$ cat src/rtl/tstc_pkg.sv
`timescale 1ns / 1ps
// Shared types and constants of the touch swipe and tap classifier.
// Used by every module under rtl; it depends on nothing else.
package tstc_pkg;

	// Threshold registers are twelve bits wide, the time limit thirty-two.
	localparam int LIMIT_W = 12;
	localparam int TIME_W  = 32;
	localparam int CFG_IDX_W  = 2;
	localparam int CFG_DATA_W = 32;

	typedef enum logic [1:0] {
		EV_NONE = 2'd0,
		EV_DOWN = 2'd1,
		EV_MOVE = 2'd2,
		EV_UP   = 2'd3
	} event_t;

	typedef enum logic [2:0] {
		G_NONE  = 3'd0,
		G_TAP   = 3'd1,
		G_UP    = 3'd2,
		G_RIGHT = 3'd3,
		G_DOWN  = 3'd4,
		G_LEFT  = 3'd5
	} gesture_t;

	// Register indexes on the configuration port.
	localparam logic [CFG_IDX_W-1:0] CFG_TAP_MAX    = 2'd0;
	localparam logic [CFG_IDX_W-1:0] CFG_SLIDE_DIST = 2'd1;
	localparam logic [CFG_IDX_W-1:0] CFG_SLIDE_TIME = 2'd2;

	localparam logic [LIMIT_W-1:0] TAP_MAX_RESET    = 12'd150;
	localparam logic [LIMIT_W-1:0] SLIDE_DIST_RESET = 12'd50;
	localparam logic [TIME_W-1:0]  SLIDE_TIME_RESET = 32'd100000;

	typedef struct packed {
		logic [LIMIT_W-1:0] tap_max_distance;
		logic [LIMIT_W-1:0] slide_min_distance;
		logic [TIME_W-1:0]  slide_min_time_us;
	} cfg_t;

endpackage

$ cat src/rtl/touch_swipe_tap_classifier.sv
`timescale 1ns / 1ps
// Touch swipe and tap classifier, top level.
// Each accepted sample passes through the input register and then the result
// register, which raises out_valid. Throughput: one sample per cycle while
// out_ready is high, limited by the single input and result registers.
// Reset (arst_n low, asynchronous): both stages empty, motion sums and previous
// sample cleared, thresholds back to 150, 50 and 100000 us.
module touch_swipe_tap_classifier #(
	parameter int COORD_BITS = 12,
	parameter int DIST_BITS  = 18
) (
	input  logic                               clk,
	input  logic                               arst_n,

	input  logic                               in_valid,
	output logic                               in_ready,
	input  logic [1:0]                         event_req,
	input  logic [COORD_BITS-1:0]              pos_x,
	input  logic [COORD_BITS-1:0]              pos_y,
	input  logic [tstc_pkg::TIME_W-1:0]        now_us,

	output logic                               out_valid,
	input  logic                               out_ready,
	output logic [2:0]                         gesture,

	input  logic                               cfg_valid,
	output logic                               cfg_ready,
	input  logic [tstc_pkg::CFG_IDX_W-1:0]     cfg_index,
	input  logic [tstc_pkg::CFG_DATA_W-1:0]    cfg_data
);

	// The block is a two-register pipeline. An accepted item is captured in
	// the input register (stage 1). From there the stage's logic updates
	// the motion tracker and, for an up event, classifies the motion that
	// was accumulated before this item. The decision lands in the result
	// register, which holds it until the consumer takes it.

	tstc_pkg::cfg_t                    cfg;
	logic                              valid_s1;
	tstc_pkg::event_t                  event_s1;
	logic [COORD_BITS-1:0]             pos_x_s1, pos_y_s1;
	logic [tstc_pkg::TIME_W-1:0]       now_us_s1;

	logic                              out_valid_q;
	tstc_pkg::gesture_t                gesture_q;

	logic                              in_fire, advance;
	logic signed [DIST_BITS-1:0]       sum_dx, sum_dy;
	logic [tstc_pkg::TIME_W-1:0]       elapsed_us;
	tstc_pkg::gesture_t                gesture_d;

	// Stage 1 moves on when the result register is empty or being emptied.
	// Stage 1 takes a new item whenever it is empty or moving on, so a new
	// sample can enter while an earlier result still waits at the output.
	assign advance  = valid_s1 && (!out_valid_q || out_ready);
	assign in_ready = !valid_s1 || advance;
	assign in_fire  = in_valid && in_ready;

	tstc_cfg u_cfg (
		.clk       (clk),
		.arst_n    (arst_n),
		.cfg_valid (cfg_valid),
		.cfg_ready (cfg_ready),
		.cfg_index (cfg_index),
		.cfg_data  (cfg_data),
		.cfg       (cfg)
	);

	// Control state of the input register.
	always_ff @(posedge clk or negedge arst_n) begin
		if (!arst_n) begin
			valid_s1 <= 1'b0;
		end else if (in_fire) begin
			valid_s1 <= 1'b1;
		end else if (advance) begin
			valid_s1 <= 1'b0;
		end
	end

	// Payload of the input register needs no reset.
	always_ff @(posedge clk) begin
		if (in_fire) begin
			event_s1  <= tstc_pkg::event_t'(event_req);
			pos_x_s1  <= pos_x;
			pos_y_s1  <= pos_y;
			now_us_s1 <= now_us;
		end
	end

	// The tracker presents the sums as they stand before this item; its
	// registers take the updated values at the same edge that loads the result.
	tstc_track #(
		.COORD_BITS (COORD_BITS),
		.DIST_BITS  (DIST_BITS)
	) u_track (
		.clk        (clk),
		.arst_n     (arst_n),
		.step       (advance),
		.event_kind (event_s1),
		.pos_x      (pos_x_s1),
		.pos_y      (pos_y_s1),
		.now_us     (now_us_s1),
		.sum_dx     (sum_dx),
		.sum_dy     (sum_dy),
		.elapsed_us (elapsed_us)
	);

	// Every event other than up reports no gesture.
	tstc_classify #(
		.DIST_BITS (DIST_BITS)
	) u_classify (
		.is_up      (event_s1 == tstc_pkg::EV_UP),
		.sum_dx     (sum_dx),
		.sum_dy     (sum_dy),
		.elapsed_us (elapsed_us),
		.cfg        (cfg),
		.gesture    (gesture_d)
	);

	// Result register: filled by stage 1, emptied by the consumer.
	always_ff @(posedge clk or negedge arst_n) begin
		if (!arst_n) begin
			out_valid_q <= 1'b0;
		end else if (advance) begin
			out_valid_q <= 1'b1;
		end else if (out_ready) begin
			out_valid_q <= 1'b0;
		end
	end

	always_ff @(posedge clk) begin
		if (advance) begin
			gesture_q <= gesture_d;
		end
	end

	assign out_valid = out_valid_q;
	assign gesture   = gesture_q;

	// Only an up event can produce a gesture code other than none.
	a_gesture_only_on_up: assert property (@(posedge clk) disable iff (!arst_n)
		advance && (event_s1 != tstc_pkg::EV_UP) |=> gesture_q == tstc_pkg::G_NONE)
		else $error("gesture reported for an item that is not an up event");

	// The elapsed time only changes on a down or a move item.
	a_elapsed_hold: assert property (@(posedge clk) disable iff (!arst_n)
		advance && (event_s1 != tstc_pkg::EV_MOVE) && (event_s1 != tstc_pkg::EV_DOWN)
		|=> $stable(elapsed_us))
		else $error("elapsed time changed on a none or up item");

	// An item leaving stage 1 always lands in the result register.
	a_advance_fills_out: assert property (@(posedge clk) disable iff (!arst_n)
		advance |=> out_valid_q)
		else $error("result register empty after stage 1 moved on");

	// A result shown at the output is always a defined gesture code.
	a_gesture_range: assert property (@(posedge clk) disable iff (!arst_n)
		out_valid_q |-> gesture_q <= tstc_pkg::G_LEFT)
		else $error("gesture code out of range");

endmodule

$ cat src/rtl/tstc_cfg.sv
`timescale 1ns / 1ps
// Configuration register file of the classifier: three threshold registers.
// Depends on tstc_pkg for the register indexes, reset values and cfg_t.
module tstc_cfg (
	input  logic                               clk,
	input  logic                               arst_n,
	input  logic                               cfg_valid,
	output logic                               cfg_ready,
	input  logic [tstc_pkg::CFG_IDX_W-1:0]     cfg_index,
	input  logic [tstc_pkg::CFG_DATA_W-1:0]    cfg_data,
	output tstc_pkg::cfg_t                     cfg
);

	tstc_pkg::cfg_t cfg_q;

	// Each write lands directly in its register, so the port is always ready.
	assign cfg_ready = 1'b1;
	assign cfg       = cfg_q;

	always_ff @(posedge clk or negedge arst_n) begin
		if (!arst_n) begin
			cfg_q.tap_max_distance   <= tstc_pkg::TAP_MAX_RESET;
			cfg_q.slide_min_distance <= tstc_pkg::SLIDE_DIST_RESET;
			cfg_q.slide_min_time_us  <= tstc_pkg::SLIDE_TIME_RESET;
		end else if (cfg_valid) begin
			unique case (cfg_index)
				tstc_pkg::CFG_TAP_MAX: begin
					cfg_q.tap_max_distance <= cfg_data[tstc_pkg::LIMIT_W-1:0];
				end
				tstc_pkg::CFG_SLIDE_DIST: begin
					cfg_q.slide_min_distance <= cfg_data[tstc_pkg::LIMIT_W-1:0];
				end
				tstc_pkg::CFG_SLIDE_TIME: begin
					cfg_q.slide_min_time_us <= cfg_data[tstc_pkg::TIME_W-1:0];
				end
				default: begin
					// Indexes past the register list are ignored.
				end
			endcase
		end
	end

endmodule

$ cat src/rtl/tstc_track.sv
`timescale 1ns / 1ps
// Motion tracker: previous sample and the saturating distance and time sums.
// Depends on tstc_pkg for the event codes and the time width.
module tstc_track #(
	parameter int COORD_BITS = 12,
	parameter int DIST_BITS  = 18
) (
	input  logic                              clk,
	input  logic                              arst_n,
	input  logic                              step,
	input  tstc_pkg::event_t                  event_kind,
	input  logic [COORD_BITS-1:0]             pos_x,
	input  logic [COORD_BITS-1:0]             pos_y,
	input  logic [tstc_pkg::TIME_W-1:0]       now_us,
	output logic signed [DIST_BITS-1:0]       sum_dx,
	output logic signed [DIST_BITS-1:0]       sum_dy,
	output logic [tstc_pkg::TIME_W-1:0]       elapsed_us
);

	localparam int DW = COORD_BITS + 1;
	localparam int SW = ((DIST_BITS > DW) ? DIST_BITS : DW) + 1;
	localparam logic signed [SW-1:0] DHI = {{(SW-DIST_BITS+1){1'b0}}, {(DIST_BITS-1){1'b1}}};
	localparam logic signed [SW-1:0] DLO = {{(SW-DIST_BITS+1){1'b1}}, {(DIST_BITS-1){1'b0}}};

	logic [COORD_BITS-1:0]            prev_x_q, prev_y_q;
	logic [tstc_pkg::TIME_W-1:0]      prev_time_q, elapsed_q;
	logic signed [DIST_BITS-1:0]      sum_dx_q, sum_dy_q;

	logic signed [DW-1:0]             dx, dy;
	logic signed [SW-1:0]             rx, ry;
	logic signed [DIST_BITS-1:0]      sx, sy;
	logic [tstc_pkg::TIME_W-1:0]      dt;
	logic [tstc_pkg::TIME_W:0]        t_sum;
	logic [tstc_pkg::TIME_W-1:0]      t_sat;

	function automatic logic signed [DIST_BITS-1:0] clamp(input logic signed [SW-1:0] v);
		logic signed [DIST_BITS-1:0] r;
		if (v > DHI) begin
			r = DHI[DIST_BITS-1:0];
		end else if (v < DLO) begin
			r = DLO[DIST_BITS-1:0];
		end else begin
			r = v[DIST_BITS-1:0];
		end
		return r;
	endfunction

	always_comb begin
		dx = $signed({1'b0, pos_x}) - $signed({1'b0, prev_x_q});
		dy = $signed({1'b0, pos_y}) - $signed({1'b0, prev_y_q});
		rx = $signed({{(SW-DIST_BITS){sum_dx_q[DIST_BITS-1]}}, sum_dx_q})
			+ $signed({{(SW-DW){dx[DW-1]}}, dx});
		ry = $signed({{(SW-DIST_BITS){sum_dy_q[DIST_BITS-1]}}, sum_dy_q})
			+ $signed({{(SW-DW){dy[DW-1]}}, dy});
		sx = clamp(rx);
		sy = clamp(ry);
		// The timestamp difference wraps; the running total saturates.
		dt    = now_us - prev_time_q;
		t_sum = {1'b0, elapsed_q} + {1'b0, dt};
		t_sat = t_sum[tstc_pkg::TIME_W] ? '1 : t_sum[tstc_pkg::TIME_W-1:0];
	end

	always_ff @(posedge clk or negedge arst_n) begin
		if (!arst_n) begin
			prev_x_q    <= '0;
			prev_y_q    <= '0;
			prev_time_q <= '0;
			sum_dx_q    <= '0;
			sum_dy_q    <= '0;
			elapsed_q   <= '0;
		end else if (step) begin
			prev_x_q    <= pos_x;
			prev_y_q    <= pos_y;
			prev_time_q <= now_us;
			unique case (event_kind)
				tstc_pkg::EV_DOWN: begin
					sum_dx_q  <= '0;
					sum_dy_q  <= '0;
					elapsed_q <= '0;
				end
				tstc_pkg::EV_MOVE: begin
					sum_dx_q  <= sx;
					sum_dy_q  <= sy;
					elapsed_q <= t_sat;
				end
				default: begin
					// No event and up leave the sums as they are.
				end
			endcase
		end
	end

	assign sum_dx     = sum_dx_q;
	assign sum_dy     = sum_dy_q;
	assign elapsed_us = elapsed_q;

endmodule

$ cat src/rtl/tstc_classify.sv
`timescale 1ns / 1ps
// Gesture decision from the accumulated motion and the threshold registers.
// Depends on tstc_pkg for cfg_t, the gesture codes and the limit widths.
module tstc_classify #(
	parameter int DIST_BITS = 18
) (
	input  logic                              is_up,
	input  logic signed [DIST_BITS-1:0]       sum_dx,
	input  logic signed [DIST_BITS-1:0]       sum_dy,
	input  logic [tstc_pkg::TIME_W-1:0]       elapsed_us,
	input  tstc_pkg::cfg_t                    cfg,
	output tstc_pkg::gesture_t                gesture
);

	localparam int CW = (DIST_BITS > tstc_pkg::LIMIT_W) ? DIST_BITS : tstc_pkg::LIMIT_W;

	logic                    neg_x, neg_y;
	logic [DIST_BITS-1:0]    mag_x, mag_y;
	logic [CW-1:0]           ax, ay, tap, sd;
	logic                    x_dom, y_dom, is_tap, slow;

	always_comb begin
		neg_x = sum_dx[DIST_BITS-1];
		neg_y = sum_dy[DIST_BITS-1];
		// The magnitude of the most negative sum still fits as unsigned.
		// It is formed at the sum's own width before any widening.
		mag_x = neg_x ? (~sum_dx + 1'b1) : sum_dx;
		mag_y = neg_y ? (~sum_dy + 1'b1) : sum_dy;
		ax  = CW'(mag_x);
		ay  = CW'(mag_y);
		tap = CW'(cfg.tap_max_distance);
		sd  = CW'(cfg.slide_min_distance);
		x_dom  = ax > ay;
		y_dom  = ay > ax;
		is_tap = (ax < tap) && (ay < tap);
		slow   = elapsed_us > cfg.slide_min_time_us;

		// A signed sum lies beyond the slide distance in its own direction
		// exactly when its sign matches and its magnitude exceeds the limit.
		gesture = tstc_pkg::G_NONE;
		if (is_up) begin
			priority if (is_tap) begin
				gesture = tstc_pkg::G_TAP;
			end else if (slow && neg_y && (ay > sd) && y_dom) begin
				gesture = tstc_pkg::G_UP;
			end else if (slow && !neg_x && (ax > sd) && x_dom) begin
				gesture = tstc_pkg::G_RIGHT;
			end else if (slow && !neg_y && (ay > sd) && y_dom) begin
				gesture = tstc_pkg::G_DOWN;
			end else if (slow && neg_x && (ax > sd) && x_dom) begin
				gesture = tstc_pkg::G_LEFT;
			end else begin
				gesture = tstc_pkg::G_NONE;
			end
		end
	end

endmodule

$ cat config.mk
export PLATFORM = sky130hd
export DESIGN_NAME = touch_swipe_tap_classifier
export DESIGN_NICKNAME = d
export VERILOG_FILES = /design/src/rtl/tstc_pkg.sv /design/src/rtl/touch_swipe_tap_classifier.sv /design/src/rtl/tstc_cfg.sv /design/src/rtl/tstc_track.sv /design/src/rtl/tstc_classify.sv
export SDC_FILE = /design/constraint.sdc
export NUM_CORES = 1
export LEC_CHECK = 0
export BUFFER_PORTS_ARGS = -buffer_cell sky130_fd_sc_hd__buf_2
export CELL_PAD_IN_SITES_DETAIL_PLACEMENT = 1
export CELL_PAD_IN_SITES_GLOBAL_PLACEMENT = 1
export CORE_MARGIN = 2
export CORE_UTILIZATION = 53
export DETAILED_ROUTE_END_ITERATION = 8
export GPL_ROUTABILITY_DRIVEN = 0
export PLACE_DENSITY_LB_ADDON = 0.1
export SETUP_SLACK_MARGIN = 0.3
export SLEW_MARGIN = 5
export SYNTH_ARGS = -nofsm -noshare
export SYNTH_HDL_FRONTEND = slang
export SYNTH_SLANG_ARGS = --single-unit
export TNS_END_PERCENT = 1
$ cat constraint.sdc
create_clock -name clk -period 10.2 [get_ports clk]
set_input_delay 0.51 -clock clk [delete_from_list [all_inputs] [get_ports clk]]
set_output_delay 0.51 -clock clk [all_outputs]
set_load 0.005 [all_outputs]
* Word-level counts from Yosys, hierarchy flattened
Index checks and enable logic that the tools add are counted.
** Word-level totals
- Flip-flop bits (word level) :: 243
- Input bits :: 97
- Logic and storage cells :: 95
** Operators by class
- Add/subtract/negate cells :: 8
- Order comparisons :: 11
- Equality and inequality tests :: 5
- Mux-type cells :: 19
- Bitwise operators :: 3
- Reductions and logical operators :: 31
** Operators with widths (count)
- $mux 18 :: 6
- $pmux 18 s2 :: 2
- $pmux 32 s2 :: 1
- $add 18x13->19 :: 2
- $gt 19x18->1 const B :: 2
- $lt 19x18->1 const B :: 2
- $add 18x1->18 const B :: 2
- $gt 18x12->1 :: 2
- $gt 18x18->1 :: 2
- $lt 18x12->1 :: 2
- $not 18->18 :: 2
- $add 32x32->33 :: 1
- $gt 32x32->1 :: 1
- $mux 32 :: 1
- $sub 32x32->32 :: 1
- $sub 12x12->13 :: 2
- $logic_and 1x1->1 :: 15
- $reduce_and 2->1 :: 4
- $eq 2x2->1 const B :: 3
- $mux 3 :: 2
- $reduce_bool 2->1 :: 3
- $mux 1 :: 5
- $eq 2x1->1 const B :: 2
- $logic_not 1->1 :: 4
- 6 further kinds :: 8

* Depth between registers and ports, before layout
Gate-level depths: netlist of run 1.
- Depth in word-level cells :: 11
- Depth in mapped cells :: 24
- Mapped depth without buffers :: 22

* By module
Synthesis of run 1 repeated with hierarchy kept, for this count alone.
** Unflattened totals
- Cells, all modules :: 1906
- Area, all modules :: 17947.2 um^2
** By module, submodules not included
- tstc_track :: times used 1, cells each 1281, area each 10617.7 um^2, seq. area each 3103.0 um^2
- tstc_classify :: times used 1, cells each 433, area each 3258.1 um^2, seq. area each 0.0 um^2
- tstc_cfg :: times used 1, cells each 122, area each 2129.5 um^2, seq. area each 1417.6 um^2
- touch_swipe_tap_classifier :: times used 1, cells each 70, area each 1941.9 um^2, seq. area each 1881.8 um^2

* Worst setup path after synthesis of run 1
OpenSTA, ideal clock, no wires.
- Kind :: reg2reg
- Start point :: register pos_x_s1[2]
- End point :: register u_track.sum_dx_q[7] (netlist: u_track.sum_dx[7])
- Library setup time :: 67 ps
- Data arrival time :: 4920 ps
- Slack :: 5213 ps
- Stages on the path, launching flop included :: 21
- Path buffers :: 1
- Clock period less this slack :: 4987 ps
- Cells stage by stage :: edfxtp_1 -> ha_1 -> nor2b_1 -> o21ai_0 -> a21boi_0 -> o21ai_0 -> a21boi_0 -> o21a_1 -> o21ai_0 -> a21oi_1 -> o41ai_1 -> ha_1 -> a21o_1 -> a211oi_1 -> nand2_1 -> o221ai_1 -> xor2_1 -> a311oi_1 -> nor2b_1 -> clkbuf_1 -> a221o_1
** Between the ends
- Longest elaborated chain between the ends :: 6
- Elaborated cells between the ends (all ways) :: 7
- Classes of those cells :: add/sub (2); order compare (2); mux (3)
** RTL lines
- start, declared :: RTL line touch_swipe_tap_classifier.sv:41 : logic [COORD_BITS-1:0] pos_x_s1, pos_y_s1;
- start signal, assigned :: RTL line touch_swipe_tap_classifier.sv:84 : pos_x_s1 <= pos_x;
- $sub 12x12->13 * :: RTL line tstc_track.sv:49 : dx = $signed({1'b0, pos_x}) - $signed({1'b0, prev_x_q});
- $add 18x13->19 * :: RTL line tstc_track.sv:52 : + $signed({{(SW-DW){dx[DW-1]}}, dx});
- $lt 19x18->1 :: RTL line tstc_track.sv:40 : end else if (v < DLO) begin
- $mux 18 :: RTL line tstc_track.sv:40
- $mux 18 * :: RTL line tstc_track.sv:38 : if (v > DHI) begin
- $pmux 18 s2 * :: RTL line tstc_track.sv:75 : unique case (event_kind)
- end signal, assigned :: RTL line tstc_track.sv:68 : sum_dx_q <= '0;
- end signal, assigned :: RTL line tstc_track.sv:77 : sum_dx_q <= '0;
- end signal, assigned :: RTL line tstc_track.sv:82 : sum_dx_q <= sx;
- end, declared :: RTL line tstc_track.sv:27 : logic signed [DIST_BITS-1:0] sum_dx_q, sum_dy_q;
Every way passes the cells marked *; elsewhere a longest branch is shown, timed or not.
A chain may end at the register's enable or synchronous reset.

* Worst setup path in the final report of run 1
- Start point :: register pos_y_s1[0]
- End point :: register u_track.sum_dy_q[12] (netlist: u_track.sum_dy[12])
** Between the ends
- Longest elaborated chain between the ends :: 6
- Elaborated cells between the ends (all ways) :: 7
- Classes of those cells :: add/sub (2); order compare (2); mux (3)
** RTL lines
- start, declared :: RTL line touch_swipe_tap_classifier.sv:41
- start signal, assigned :: RTL line touch_swipe_tap_classifier.sv:85 : pos_y_s1 <= pos_y;
- $sub 12x12->13 * :: RTL line tstc_track.sv:50 : dy = $signed({1'b0, pos_y}) - $signed({1'b0, prev_y_q});
- $add 18x13->19 * :: RTL line tstc_track.sv:54 : + $signed({{(SW-DW){dy[DW-1]}}, dy});
- $lt 19x18->1 :: RTL line tstc_track.sv:40
- $mux 18 :: RTL line tstc_track.sv:40
- $mux 18 * :: RTL line tstc_track.sv:38
- $pmux 18 s2 * :: RTL line tstc_track.sv:75
- end signal, assigned :: RTL line tstc_track.sv:83 : sum_dy_q <= sy;
- end, declared :: RTL line tstc_track.sv:27
Marked as above.

==> impl_metrics.ini, run 1 <==
[worst_setup_path]
regToRegSetupSlack_ns = 4.27
path_cells = inv_1, ha_1, fa_1, nor2b_1, o21ai_0, a21boi_0, o21ai_0, a21boi_0, o21a_1, o21ai_0, a21oi_1, o41ai_1, ha_1, a21o_1, a21o_1, a211oi_1, o31a_1, mux2i_1, nor3_1, a221o_1
arrival_ns = 6.43
critPathRequiredTime_ns = 10.70
cp-end-kind = register
cp-start-kind = register
r2r_cells = 20
reg2reg_from = pos_y_s1[0]
crit_type = register to register
crit_top_cell = o21ai_0
max_stage_delay_ns = 0.96
worstSetupStartpoint = pos_y_s1[0]
crit_fanout = 12
slowest_stage = nor3_1
reg2reg_to = u_track.sum_dy[12]

[placed_design]
hpwlAfterDp_mm = 35.2
portBuffers = 101
dp.cells = 2367

[route]
drt_iter0_drc = 651
ant_nets = 0
via_per_inst = 5.87
firstDrtPassIters = 5
post-route-drc-count = 0
vias = 14207
wl_per_cell_um = 19.2
routed_wl_mm = 46.6

[synth]
synthSimpleGateAreaFrac_pct = 12.7
async_flop_share_pct = 74.9
ys_warn_count = 0
synthFlopType = dfrtp_1
synth_edf_count = 61
syn-num-nets = 2188
muxShareOfSynthArea_pct = 3.13
synthXorXnorAreaFrac_pct = 6.01
avgSynthCellArea_um2 = 9.41
synth_compound_gate_area_share_pct = 19.9
synth_fa_ha_area_share_pct = 16.9
ys_ff_latch = 243
synth_top_family_by_area = compound AO/OA/AOI/OAI gates
ys_types = 82
synthCells = 1858
yosysSeqAreaShare_pct = 36.6
netlist_area_um2 = 17500

[final_layout]
nets = 2287
drive_above_1_share_pct = 12.5
area_delta_synth_final_pct = 10.9
instances_no_fill = 2422
fillers = 3780

[pwr]
vdd.ir_drop.worst_uv = 186
p_leak_uw = 0.00926
p_per_area_nw_per_um2 = 312

[timing]
period_needed_ns = 5.93
finalCritPeriodShare_pct = 58.1
fmax_mhz = 169
hold_violations = 0
finalSetupViolations = 0
slew-limit-headroom_pct = 17.9
finalSetupTns_ns = 0
worst_clock_skew_ns = 0.0119
rsz0062_at_grt = no
worstMarginPinSlew_ns = 1.22
maxSlewViolCount = 0

[run]
cap_violations = 0

[clock_tree]
cts_setup_buffers = 0
holdBufCountCts = 1
clock_path_buffers = 3
cts_tree = yes
cts_sinks = 243
numCtsBuffers = 29
cts_resized = 0
clk_pin_slew_ns = 0.06
clk_latency_ns = 0.57
htree_levels = 1
root_buffer = clkbuf_16

[die]
row_count = 66
start_util_pct = 53.8
ios = 103
core_um2 = 32500
die_x_um = 186
dieArea_um2 = 34500
die_y_um = 186

[global_routing]
grt_remaining_overflow = 0
grtUsageTotal_pct = 27.7
grt_pass1_wl_mm = 76.6
grt_pass1_vias = 15037
antenna_found_initial = 3
grt_start_max_net_pins = 102

[min_path]
hp-class = input pin to register
hold_end = now_us_s1[22]
hold_depth = 1
hp-start = now_us[22]

[status]
outcome = complete, no violations
[worst max-delay path: cells and delay by family, from the launching register on]
family          cells  cell delay (ns)
buf+inv             1             0.09
mux                 1             0.17
flops               1             0.36
simple gates        2             1.01
fa+ha+maj           3             0.91
compound gates     13             3.33
[synth_stat cells, types with 4 or more instances]
library cell | instances | share of area [%]
nand2_1 | 168 | 3.6
nor2_1 | 111 | 2.4
mux2_2 | 46 | 3.0
ha_1 | 227 | 16
a211oi_1 | 11 | 0.47
a21o_1 | 71 | 3.0
o31a_1 | 7 | 0.35
nand2b_1 | 17 | 0.61
o31ai_1 | 10 | 0.43
nand3b_1 | 7 | 0.30
nor3_1 | 16 | 0.46
and2_1 | 6 | 0.21
a21boi_0 | 10 | 0.43
xnor2_1 | 84 | 4.2
o21bai_1 | 16 | 0.69
o41ai_1 | 8 | 0.40
and3_1 | 8 | 0.29
o211ai_1 | 6 | 0.26
nor3b_1 | 5 | 0.21
o22ai_1 | 4 | 0.14
nor4_1 | 10 | 0.36
or4_1 | 7 | 0.30
dfstp_2 | 13 | 2.0
a221o_1 | 25 | 1.4
dfrtp_1 | 169 | 24
or3_1 | 9 | 0.32
xor2_1 | 36 | 1.8
nand4_1 | 26 | 0.93
nand3_1 | 17 | 0.49
fa_1 | 6 | 0.69
o21ai_0 | 185 | 5.3
or2_2 | 9 | 0.32
o21a_1 | 19 | 0.82
a21oi_1 | 107 | 3.1
edfxtp_1 | 61 | 10
nor2b_1 | 26 | 0.93
a31oi_1 | 13 | 0.47
inv_1 | 167 | 3.6
a22o_1 | 6 | 0.30
clkbuf_1 | 40 | 0.86
[report_power, final]
group	switching [uW]	internal [uW]	leakage [uW]	total [uW]
registers	254	1220	0.00284	1470
clock network	415	589	0.000446	1000
logic	2050	1530	0.00597	3570
total	2710	3340	0.00926	6050
[layout by cell type, fill, tap and decap left out, types with 7 or more instances in the layout]
cell / netlist / layout
ha_1: 227 / 227
o21ai_0: 185 / 185
dfrtp_1: 169 / 169
nand2_1: 168 / 168
inv_1: 167 / 167
nor2_1: 111 / 111
a21oi_1: 107 / 106
buf_2: 1 / 100
xnor2_1: 84 / 84
a21o_1: 71 / 71
edfxtp_1: 61 / 61
mux2_2: 46 / 46
xor2_1: 36 / 36
clkbuf_16: 0 / 29
nor2b_1: 26 / 26
nand4_1: 26 / 26
a221o_1: 25 / 25
o21a_1: 19 / 19
nand2b_1: 17 / 17
nand3_1: 17 / 17
o21bai_1: 16 / 16
nor3_1: 16 / 16
a31oi_1: 13 / 13
buf_4: 2 / 13
dfstp_2: 13 / 13
a211oi_1: 11 / 11
a21boi_0: 10 / 10
o31ai_1: 10 / 10
nor4_1: 10 / 10
or2_2: 9 / 9
or3_1: 9 / 9
clkbuf_1: 40 / 9
o41ai_1: 8 / 8
and3_1: 8 / 8
or4_1: 7 / 7
nand3b_1: 7 / 7
o31a_1: 7 / 7
clkbuf_8: 1 / 7
[metal layers]
metal / GRT usage (%) / share of wire [%] / wire length, um
met5: 0 / 0.028 / 13
met4: 5.70 / 1.9 / 878
met3: 4.19 / 3.8 / 1770
met2: 47.3 / 47 / 22000
met1: 37.4 / 47 / 21900
[worst max-delay path by stage]
stage,to,slack (ns),cells past startpoint
after floorplan,u_track.sum_dx[7],5.21,20
after global placement,u_track.sum_dy[5],4.49,20
after detailed placement,u_track.sum_dy[5],4.33,20
after CTS,u_track.sum_dy[10],4.23,20
after global routing,u_track.sum_dy[7],3.59,20
final,u_track.sum_dy[12],4.27,20
[layout make-up]
cell class | instances | area (um^2) | area share [%]
antenna | 1 | 2.50 | 0.0129
clock buffer | 44 | 842 | 4.34
clock inverter | 9 | 72.6 | 0.374
inverter | 168 | 631 | 3.25
multi-input combinational | 1400 | 10300 | 53.0
sequential | 243 | 6400 | 33.0
tap | 442 | 553 | 2.85
timing repair buffer | 115 | 622 | 3.21
[state kept, by name, summed over array words and instances (netlist names)]
name and count:
u_cfg.cfg 56, now_us_s1 32, u_track.elapsed_us 32, u_track.prev_time_q 32, u_track.sum_dx 18, u_track.sum_dy 18
pos_x_s1 12, pos_y_s1 12, u_track.prev_x_q 12, u_track.prev_y_q 12, gesture 3, event_s1 2
out_valid 1, valid_s1 1
[metrics by stage]
step	power (uW)	instance area (um^2)	hold WS (ns)	utilization [%]	setup WS (ns)
after global placement	4780	18500	0.465	56.8	4.49
after global routing	6570	19400	0.0922	59.6	3.59
after detailed placement	4990	18500	0.485	56.8	4.33
after floorplan	4090	17500	0.214	-	5.21
final	6050	19400	0.107	59.6	4.27
after CTS	6060	19400	0.0849	59.6	4.23
[kinds of logic (layout without fill, tap and decap cells)]
logic type	count (synthesis)	in the layout
flip-flops	243	243
adder cells (fa/ha/maj)	233	233
other	1	2
XOR/XNOR	120	120
AO/OA/AOI/OAI	539	539
multiplexers	49	49
AND/OR/NAND/NOR	458	458
buffers and inverters	215	336
No activity file was read; power rests on OpenSTA's default activity.
==> inputs of run 2 (changes only) <==
--- a/config.mk
+++ b/config.mk
@@ -9,7 +9,7 @@
 export CELL_PAD_IN_SITES_DETAIL_PLACEMENT = 1
 export CELL_PAD_IN_SITES_GLOBAL_PLACEMENT = 1
 export CORE_MARGIN = 2
-export CORE_UTILIZATION = 53
+export CORE_UTILIZATION = 44
 export DETAILED_ROUTE_END_ITERATION = 8
 export GPL_ROUTABILITY_DRIVEN = 0
 export PLACE_DENSITY_LB_ADDON = 0.1
==> constraint.sdc (replaced) <==
create_clock -name clk -period 5.4 [get_ports clk]
set_input_delay 0.27 -clock clk [delete_from_list [all_inputs] [get_ports clk]]
set_output_delay 0.27 -clock clk [all_outputs]
set_load 0.005 [all_outputs]
==> run 2 against run 1 <==
  * Sequential power is 88% higher
  * Global-route usage is 4.5 points lower
  * Largest power group unchanged
  * Clock skew hardly changed
  * Critical path depth stayed put
  * Largest cell class unchanged
==> impl_metrics.ini, run 2 (same netlist as run 1, synthesis figures left out) <==
[die]
die_x_um = 203
core_um2 = 39500
row_count = 73
dieArea_um2 = 41400
ios = 103
start_util_pct = 44.3
die_y_um = 203

[route]
ant_nets = 0
drt_iter0_drc = 550
via_per_inst = 5.46
post-route-drc-count = 0
wl_per_cell_um = 18.0
routed_wl_mm = 47.1
firstDrtPassIters = 4
vias = 14276

[final_layout]
final_area_um2 = 20800
layout_commonest_cell = ha_1
instances_no_fill = 2615
area_delta_synth_final_pct = 18.7
final_cell_mix = ha_1 (226), o21ai_0 (177), dfrtp_1 (169)
drive_above_1_share_pct = 13.5
nets = 2394
largest_reg_flops = 56
fillers = 4551

[clock_tree]
cts_tree = yes
clock_path_buffers = 3
htree_levels = 1
numCtsBuffers = 31
cts_sinks = 243
clk_pin_slew_ns = 0.06
clk_latency_ns = 0.58
root_buffer = clkbuf_16

[timing]
worstMarginPinSlew_ns = 0.838
rsz0062_at_grt = yes
worst_clock_skew_ns = 0.0119
maxSlewViolCount = 0
fmax_mhz = 208
finalSetupViolations = 0
whs_ns = 0.225
setup_slack_ns = 0.582
slew-limit-headroom_pct = 44.1
hold_violations = 0
period_needed_ns = 4.82
finalCritPeriodShare_pct = 89.2

[pwr]
vdd.ir_drop.worst_uv = 329
p_leak_uw = 0.00979
p_per_area_nw_per_um2 = 566

[run]
cap_violations = 0

[worst_setup_path]
reg2reg_from = u_track.prev_time_q[1]
arrival_ns = 5.25
critPathTopFamily = compound AO/OA/AOI/OAI gates
crit_type = register to register
crit_top_cell = a21o_1
worstSetupStartpoint = u_track.prev_time_q[1]
max_stage_delay_ns = 0.39
cp-end-kind = register
path_cells = inv_1, ha_1, nor2b_1, o31a_1, o31a_1, and4_1, nor2_1, o21ai_1, xor2_1, ha_1, a21o_1, a21o_1, a21o_1, a22oi_1, o31ai_4, a41oi_2, o21ai_2, buf_4, a311oi_1, a221oi_1
slowest_stage = dfrtp_1
crit_buf_inv = 2
crit_fanout = 6
cp-start-kind = register
critPathRequiredTime_ns = 5.83

[placed_design]
dp.cells = 2460
place_area_um2 = 18700
place_ws_ns = -0.239
hpwlAfterDp_mm = 34.8
portBuffers = 101

[global_routing]
grt_pass1_vias = 15294
grtUsageTotal_pct = 23.2
grt_pass1_wl_mm = 78.2
antenna_found_initial = 1
grt_remaining_overflow = 0
grt_start_max_net_pins = 110

[status]
outcome = complete, no violations

[min_path]
hp-start = cfg_index[1]
hp-class = input pin to register
-- run 2: layer usage --
layer,routed length (um),vias up,track usage (%)
li1,-,7103,-
met1,23200,6971,32.4
met2,21900,155,39.0
met3,1390,47,2.75
met4,633,0,4.20
met5,0,-,0
-- run 2: cell type report --
class                      instances  area (um^2)  area share (%)
clock buffer                      43          905            4.36
timing repair buffer             220         1660            8.01
inverter                         168          631            3.04
multi-input combinational       1400        10400            49.9
clock inverter                    15          128           0.615
tap                              525          657            3.17
sequential                       243         6400            30.9
antenna                            1         2.50          0.0121
-- run 2: tightest hold or removal path: stages --
cell and delay [ns]:
buf_2 0.10, nor3b_2 0.05, buf_4 0.21, nand2_1 0.09, o21ai_0 0.06
-- run 2: worst paths after layout --
kind                       slack, ns                       to  depth (start not counted)
max                             0.58   u_track.elapsed_us[31]                         20
min                             0.22            u_cfg.cfg[51]                          5
max reg2reg                     0.58   u_track.elapsed_us[31]                         20
min reg2reg                     0.48  u_track.prev_time_q[30]                          2
max in group asynchronous       4.08   u_track.elapsed_us[13]                          3
min in group asynchronous       0.26     u_track.prev_x_q[11]                          2
-- run 2: repair_timing --
item / CTS / global route
hold buffers: 94 / 0
endpoints found under the hold margin: 183 / 0
pin swaps: 0 / 2
endpoints found under the setup margin: 27 / 66
buffers inserted: 0 / 2
resized for setup: 3 / 31
-- run 2: where the power goes --
group,internal [uW],switching (uW)
Combinational,3020,3880
Sequential,2310,459
Clock,1260,826
Total,6580,5170
-- run 2: through the flow --
step                      utilization, %  TNS [ns]  total power [uW]
after CTS                           52.3         0             11700
after floorplan                        -         0              7720
after detailed placement            47.3     -2.59              9450
after global routing                52.6         0             12900
after global placement              47.3         0              9180
final                               52.6         0             11700
==> inputs of run 3 (changes only) <==
--- a/config.mk
+++ b/config.mk
@@ -12,6 +12,7 @@
 export CORE_UTILIZATION = 44
 export DETAILED_ROUTE_END_ITERATION = 8
 export GPL_ROUTABILITY_DRIVEN = 0
+export MAX_ROUTING_LAYER = met4
 export PLACE_DENSITY_LB_ADDON = 0.1
 export SETUP_SLACK_MARGIN = 0.3
 export SLEW_MARGIN = 5
==> run 3 against run 2 <==
  * Core utilization about the same
  * Die area stayed put
  * Power barely moved
  * Critical path depth unchanged
  * Largest power group unchanged
  * Clock skew about the same
  * Largest cell class unchanged
  * Highest routed layer unchanged
  * Fmax decreased by 1.0%
==> impl_metrics.ini, run 3 (same netlist as run 1, synthesis figures left out) <==
[status]
outcome = complete, no violations

[route]
post-route-drc-count = 0
drt_iter0_drc = 543
wl_per_cell_um = 18.0
vias = 14272
via_per_inst = 5.46
firstDrtPassIters = 4
ant_nets = 0
routed_wl_mm = 47.1

[die]
core_um2 = 39500
die_x_um = 203
start_util_pct = 44.3
dieArea_um2 = 41400
die_y_um = 203
ios = 103
row_count = 73

[min_path]
hold_depth = 5
hp-class = input pin to register

[timing]
rsz0062_at_grt = yes
slew-limit-headroom_pct = 44.1
finalCritPeriodShare_pct = 90.1
fmax_mhz = 205
maxSlewViolCount = 0
worstMarginPinSlew_ns = 0.838
period_needed_ns = 4.87
finalSetupViolations = 0
worst_clock_skew_ns = 0.0120
hold_violations = 0

[clock_tree]
clk_pin_slew_ns = 0.06
clock_path_buffers = 3
numCtsBuffers = 31
htree_levels = 1
clk_latency_ns = 0.58
cts_tree = yes
cts_sinks = 243
root_buffer = clkbuf_16

[worst_setup_path]
cp-start-kind = register
crit_top_cell = a21o_1
critPathTopFamily = compound AO/OA/AOI/OAI gates
path_cells = inv_1, ha_1, nor2b_1, o31a_1, o31a_1, and4_1, nor2_1, o21ai_1, xor2_1, ha_1, a21o_1, a21o_1, a21o_1, a22oi_1, o31ai_4, a41oi_2, o21ai_2, buf_6, nor4b_1, nor3_1
crit_buf_inv = 2
max_stage_delay_ns = 0.39
cp.depth = 20
critPathRequiredTime_ns = 5.85
crit_type = register to register
arrival_ns = 5.32
r2r_cells = 20
cp-end-kind = register
slowest_stage = dfrtp_1
crit_fanout = 22

[final_layout]
multi_input_area_um2 = 10400
layout_commonest_cell = ha_1
fillers = 4555
nets = 2394
instances_no_fill = 2615
final_cell_mix = ha_1 (225), o21ai_0 (177), dfrtp_1 (169)
drive_above_1_share_pct = 13.5
area_delta_synth_final_pct = 18.6
largest_reg_flops = 56
seq_area_um2 = 6400

[placed_design]
dp.cells = 2460
portBuffers = 101
hpwlAfterDp_mm = 34.8

[run]
cap_violations = 0

[global_routing]
grtUsageTotal_pct = 23.9
antenna_found_initial = 1
grt_remaining_overflow = 0
grt_pass1_wl_mm = 78.3
grt_start_max_net_pins = 110
grt_pass1_vias = 15281

[pwr]
p_per_area_nw_per_um2 = 566
vdd.ir_drop.worst_uv = 329
total_power_uw = 11700
p_leak_uw = 0.00979
[run 3: layer usage]
metal  part of all wire [%]  track usage, %
met5                      0               -
met4                    1.3            4.20
met3                    3.0            2.65
met2                     47            39.0
met1                     49            32.5
[run 3: layout make-up]
cell class	instances	area share [%]
repair buffers	220	8.00
well taps	525	3.17
diodes	1	0.0121
clock inverters	15	0.615
multi-input cells	1400	50.0
flip-flops and latches	243	30.9
inverters	168	3.04
clock buffers	43	4.36
[run 3: where the power goes]
part           internal (uW)  switching (uW)
Clock                   1260             828
Combinational           3010            3880
Sequential              2310             459
[run 3: path summary, 6_finish.rpt]
| check | from | end | slack, ns |
|---|---|---|---|
| max | u_track.prev_time_q[1] | u_track.elapsed_us[15] | 0.53 |
| min | cfg_index[1] | u_cfg.cfg[51] | 0.22 |
| max reg2reg | u_track.prev_time_q[1] | u_track.elapsed_us[15] | 0.53 |
| min reg2reg | now_us_s1[30] | u_track.prev_time_q[30] | 0.48 |
| max in group asynchronous | arst_n | u_track.elapsed_us[13] | 4.08 |
| min in group asynchronous | arst_n | u_track.prev_x_q[11] | 0.26 |
[run 3: through the flow]
step / setup slack [ns] / setup TNS [ns] / instance area (um^2) / hold slack [ns] / utilization [%]
after floorplan: 0.413 / 0 / 17500 / -0.0256 / -
after global placement: 0.0377 / 0 / 18700 / 0.338 / 47.3
after detailed placement: -0.239 / -2.59 / 18700 / 0.341 / 47.3
after CTS: 0.209 / 0 / 20600 / 0.188 / 52.3
after global routing: 0.209 / 0 / 20700 / 0.252 / 52.6
final: 0.532 / 0 / 20700 / 0.224 / 52.6
[run 3: worst reg2reg max path: cells and delay by family, from the launching register on]
kind | cells | cell delay, ns
AOI/OAI and AO/OA | 10 | 2.33
xor gates and xnor gates | 1 | 0.21
adders and majority gates | 2 | 0.66
buffers and inverters | 2 | 0.26
DFF | 1 | 0.39
and+or+nand+nor | 5 | 0.90
[run 3: repair_timing]
action / 4_1_cts / 5_1_grt
setup endpoints to repair: 27 / 66
buffers inserted: 0 / 2
cloned: 0 / 0
hold endpoints to repair: 183 / 0
resized for setup: 3 / 31
hold buffers: 94 / 0
pin swaps: 0 / 2
